File: src/rtl/eikonal_grid_point_update_defines.svh
// Assertion macros for the eikonal grid point update RTL.
`ifndef EIKONAL_GRID_POINT_UPDATE_DEFINES_SVH
`define EIKONAL_GRID_POINT_UPDATE_DEFINES_SVH

// Check a property on every clock edge outside reset.
`define EGPU_ASSERT(label, clk, rst, prop, msg) \
   label: assert property (@(posedge clk) disable iff (rst) (prop)) else $error(msg);

// Check a property on every clock edge, reset included.
`define EGPU_ASSERT_ALWAYS(label, clk, prop, msg) \
   label: assert property (@(posedge clk) (prop)) else $error(msg);

`endif

File: src/rtl/egpu_pkg.sv
// Types and constants of the eikonal grid point update block.
package egpu_pkg;

   localparam int VAL_W       = 32;
   localparam int FRAC_BITS   = 16;
   localparam int NUM_W       = VAL_W + FRAC_BITS;
   localparam int DIV_STAGES  = NUM_W;
   localparam int ROOT_W      = VAL_W + 1;
   localparam int RAD_W       = 2 * ROOT_W;
   localparam int SQRT_STAGES = ROOT_W;
   localparam int REM_W       = ROOT_W + 3;
   localparam int DISC_W      = 2 * VAL_W + 1;
   localparam int CAND_W      = VAL_W + 2;
   localparam int NUM_NB      = 4;
   localparam int LATENCY     = 1 + DIV_STAGES + 3 + SQRT_STAGES + 3;

   localparam logic [VAL_W-1:0] GS_RESET = VAL_W'(1) << FRAC_BITS;
   localparam logic [VAL_W-1:0] VMAX     = '1;

   typedef struct packed {
      logic [VAL_W-1:0] north_value;
      logic [VAL_W-1:0] east_value;
      logic [VAL_W-1:0] south_value;
      logic [VAL_W-1:0] west_value;
      logic             north_valid;
      logic             east_valid;
      logic             south_valid;
      logic             west_valid;
      logic [VAL_W-1:0] speed;
   } req_type;

   typedef struct packed {
      logic [VAL_W-1:0] arrival_time;
      logic             unreachable;
   } rsp_type;

endpackage

File: src/rtl/egpu_sqrt.sv
// Pipelined integer square root, one root bit per stage.
module egpu_sqrt (
   input  logic                        clock,
   input  logic [egpu_pkg::RAD_W-1:0]  radicand,
   output logic [egpu_pkg::ROOT_W-1:0] root
);

   logic [egpu_pkg::REM_W-1:0]  rem_ff  [egpu_pkg::SQRT_STAGES];
   logic [egpu_pkg::REM_W-1:0]  rem_in  [egpu_pkg::SQRT_STAGES];
   logic [egpu_pkg::ROOT_W-1:0] root_ff [egpu_pkg::SQRT_STAGES];
   logic [egpu_pkg::ROOT_W-1:0] root_in [egpu_pkg::SQRT_STAGES];
   logic [egpu_pkg::RAD_W-1:0]  rad_ff  [egpu_pkg::SQRT_STAGES];
   logic [egpu_pkg::RAD_W-1:0]  rad_in  [egpu_pkg::SQRT_STAGES];

   // Bring down two radicand bits and try the next root bit
   always_comb begin
      logic [egpu_pkg::REM_W-1:0]  p_rem;
      logic [egpu_pkg::ROOT_W-1:0] p_root;
      logic [egpu_pkg::RAD_W-1:0]  p_rad;
      logic [egpu_pkg::REM_W-1:0]  cur;
      logic [egpu_pkg::REM_W-1:0]  trial;
      logic                        ge;
      for (int s = 0; s < egpu_pkg::SQRT_STAGES; s++) begin
         if (s == 0) begin
            p_rem  = '0;
            p_root = '0;
            p_rad  = radicand;
         end else begin
            p_rem  = rem_ff[s-1];
            p_root = root_ff[s-1];
            p_rad  = rad_ff[s-1];
         end
         cur        = {p_rem[egpu_pkg::REM_W-3:0],
                       p_rad[egpu_pkg::RAD_W-1:egpu_pkg::RAD_W-2]};
         trial      = egpu_pkg::REM_W'({p_root, 2'b01});
         ge         = cur >= trial;
         rem_in[s]  = ge ? cur - trial : cur;
         root_in[s] = {p_root[egpu_pkg::ROOT_W-2:0], ge};
         rad_in[s]  = p_rad << 2;
      end
   end

   // Advance all stages
   always_ff @(posedge clock) begin
      for (int s = 0; s < egpu_pkg::SQRT_STAGES; s++) begin
         rem_ff[s]  <= rem_in[s];
         root_ff[s] <= root_in[s];
         rad_ff[s]  <= rad_in[s];
      end
   end

   assign root = root_ff[egpu_pkg::SQRT_STAGES-1];

endmodule

File: config.mk
export PLATFORM = sky130hd
export DESIGN_NAME = egpu_sqrt
export DESIGN_NICKNAME = d
export VERILOG_FILES = /design/src/rtl/eikonal_grid_point_update_defines.svh /design/src/rtl/egpu_pkg.sv /design/src/rtl/egpu_sqrt.sv
export SDC_FILE = /design/constraint.sdc
export NUM_CORES = 2
export LEC_CHECK = 0
export BUFFER_PORTS_ARGS = -buffer_cell sky130_fd_sc_hd__buf_4
export CORE_UTILIZATION = 55
export DETAILED_ROUTE_END_ITERATION = 6
export PLACE_DENSITY = 0.68
export SETUP_SLACK_MARGIN = 0.2
export SLEW_MARGIN = 5
export SYNTH_ARGS = -nofsm -noshare
export SYNTH_HDL_FRONTEND = slang
export SYNTH_MEMORY_MAX_BITS = 65536
export SYNTH_SLANG_ARGS = --single-unit
File: constraint.sdc
create_clock -name clock -period 10.4 [get_ports clock]
set_input_delay 0.52 -clock clock [delete_from_list [all_inputs] [get_ports clock]]
set_output_delay 0.52 -clock clock [all_outputs]
set_load 0.01 [all_outputs]
==> results.cfg <==
[synth]
netlist_instances = 9518
ys_seq_area_frac = 0.551
synth_area_leader_cell = dfxtp_1
synthDistinctLibCells = 93
synth_enable_flop_cells = 0
synth_area_per_cell_um2 = 10.1
synth_seq_cells = 2654
ys.flop_type = dfxtp_1
syn-cell-area_um2 = 96400
asyncSetResetFlopFracSynth = 0
largest_cells_by_area_after_synthesis = dfxtp_1, ha_1, xnor2_1, xor2_1, inv_1
synth.top_cell.area_share = 0.551
synth_fp_nets = 10200
ys_warns = 0

[grt]
grt.total_usage = 0.221
largest_net_degree_at_the_start_of_global_routing = 56
grt_first_pass_wirelength_mm = 319
globalRouteOverflowTotal = 0
antenna_found_initial = 3
via_count_of_the_first_global_routing_pass = 64600

[detailed_routing]
routedLengthMet1_mm = 83.6
post-route-drc-count = 0
drt.antenna.violating_nets = 0
met3_length_mm = 7.88
dr.pass1.iters = 6
postRouteWirelength_mm = 196
highest_layer = met4
via_to_cell_ratio = 5.29
wl_met2_mm = 97.8
drt_first_iter_violations = 3573
dr_total_vias = 65000
avg_wl_per_cell_um = 15.9

[die]
design.portCount = 100
die_width_um = 421
floorplan.die_area_um2 = 177000
rows = 153
initial_util = 0.554
die_h_um = 421
core_um2 = 174000

[sta]
fmax_mhz = 213
setup-violations-final = 0
final-max-slew-violation-count = 0
hold_viol_final = 0
unrepaired_setup_endpoints_after_global_routing = no
timing.setup.tns_ns = 0
worst_pin_slew_ns = 1.19
fin_crit_sh = 0.451
post-route-min-period_ns = 4.69
timing.clock.skew_ns = 0.0551
timing.slew.headroom = 0.208

[clock_tree]
number_of_buffers_created_by_cts = 279
cts_num_sinks = 2654
worstSkewPairLatency_ns = 0.93
cts_buffer_depth = 4
cts-root-buf = clkbuf_16
clk_pin_slew_ns = 0.06
post_cts.resized_instances = 0
h-tree-depth = 5
tritoncts = built

[finish]
fin_util = 0.628
fin_nets = 10400
final-instance-count-excl-fill = 12300
drive_above_1_share = 0.0690
area_overhead_of_the_layout_relative_to_synthesis_pct = 13.3
finish.instance_area_um2 = 109000
nFillCells = 14100

[placed_design]
dp_cells = 11800
detailed_place.area_um2 = 99400
portBuffers = 99
globalplace.congestion = 0.902
post-dp-hpwl_mm = 146

[hold_path]
min-delay-path-class = in2reg
holdCritStartpoint = radicand[18]

[critical_path]
critical_path.startpoint = root_ff[0][594]
worstPathMaxFanout = 27
setup.worst_path.class = reg2reg
critical_path.reg2reg.startpoint = root_ff[0][594]
crit_required_ns = 11.13
cp-endpoint = rem_ff[0][688]
r2r_cells = 14
start_kind = flop
timing.critical_path.arrival_ns = 5.43
r2r_end = rem_ff[0][688]
r2r_setup_slack_ns = 5.71
critical_path.endpoint_type = flop

[power]
worst_ir_drop_vdd_mv = 0.202
cell_leakage_power_nw = 51.8
powerDensity_nw_per_um2 = 247

[status]
outcome = completed

[flow_run]
cap_viol_max_count = 0
## where the power goes
group / total [mW] / switching (mW) / internal [mW] / leakage [nW]
Sequential: 13.1 / 1.26 / 11.8 / 22.2
Combinational: 4.07 / 2.21 / 1.87 / 25.0
Clock: 9.85 / 3.81 / 6.04 / 4.53
## how the worst min path moves through the flow
stage                      endpoint  slack, ns  cells after the start
finish                rad_ff[0][18]       0.24                      2
global route          rad_ff[0][22]       0.20                      2
CTS                   rad_ff[0][22]       0.17                      2
detailed placement   rad_ff[0][506]       0.31                      0
global placement     rad_ff[0][479]       0.31                      0
floorplan           rad_ff[0][1000]       0.31                      0
## flip-flops by register name, summed over array words and instances, names as in the netlist
register,cells
root_ff,561
rad_ff,1056
rem_ff,1037
## layer usage
metal / vias up / GRT usage
met5: - / 0
met2: 1340 / 0.399
met4: 0 / 0.0861
met3: 495 / 0.0337
li1: 33000 / -
met1: 30200 / 0.262
## synthesized netlist by cell type, types with 96 or more instances
library cell / instances
xnor2_1: 431
nand2_1: 703
nand4_1: 102
a21oi_1: 566
o21ai_0: 501
nor3_1: 257
nor4_1: 121
clkbuf_1: 142
nand3_1: 146
dfxtp_1: 2654
nor2_1: 571
o21a_1: 103
xor2_1: 414
or3_1: 96
inv_1: 764
ha_1: 596
nand2b_1: 122
a21o_1: 272
## worst max-delay path: stages, from the launching register on
cell and delay (ns):
dfxtp_1 0.32, inv_1 0.05, ha_1 0.33, nor2b_1 0.15
o21ai_0 0.20, a21boi_0 0.15, o21ai_0 0.18, a21boi_0 0.17
o21bai_1 0.24, nand2_1 0.16, a31oi_1 0.38, o21a_1 0.79
clkinv_1 0.97, nor2_1 0.32, a21oi_1 0.08
## what timing repair did
| action | in CTS | in global routing |
|---|---|---|
| endpoints found under the hold margin | 67 | 0 |
| setup buffers | 0 | 0 |
| hold buffers | 67 | 0 |
## placed cells by master (no fill, tap or decap), drive strengths merged, types with 258 or more instances in the layout
master and n:
o21ai 508, inv 774, nand2 703, clkbuf 376, xnor2 431, xor2 414, a21oi 566, ha 596
nor3 258, dfxtp 2654, a21o 272, nor2 572
## cell type report
class | count | area (um^2) | area share
antenna | 1 | 2.50 | 0.0000229
clock buffer | 376 | 8000 | 0.0732
clock inverter | 92 | 1200 | 0.0110
inverter | 769 | 2890 | 0.0264
multi-input combinational | 5888 | 39600 | 0.362
sequential | 2654 | 53100 | 0.486
tap | 2325 | 2910 | 0.0266
timing repair buffer | 185 | 1560 | 0.0142
## per-stage QoR
stage                     total power [mW]  setup slack [ns]  hold slack [ns]
after floorplan                       16.0              7.04            0.310
after global placement                17.2              5.76            0.310
after detailed placement              17.3              5.75            0.312
after CTS                             27.3              5.61            0.167
after global routing                  28.4              5.05            0.197
final                                 27.0              5.71            0.238
## cells by family (layout without fill, tap and decap cells)
group                      count (synthesis)  in the layout  synth area share
DFF                                     2654           2654             0.551
and+or+nand+nor                         2486           2486             0.126
AOI/OAI and AO/OA                       1895           1895             0.121
buffers and inverters                    976           1422            0.0396
xor gates and xnor gates                 845            845            0.0767
adders and majority gates                596            596            0.0773
muxes                                     65             65           0.00750
other                                      1              2         0.0000389
Power figures use the tool's default switching activity.
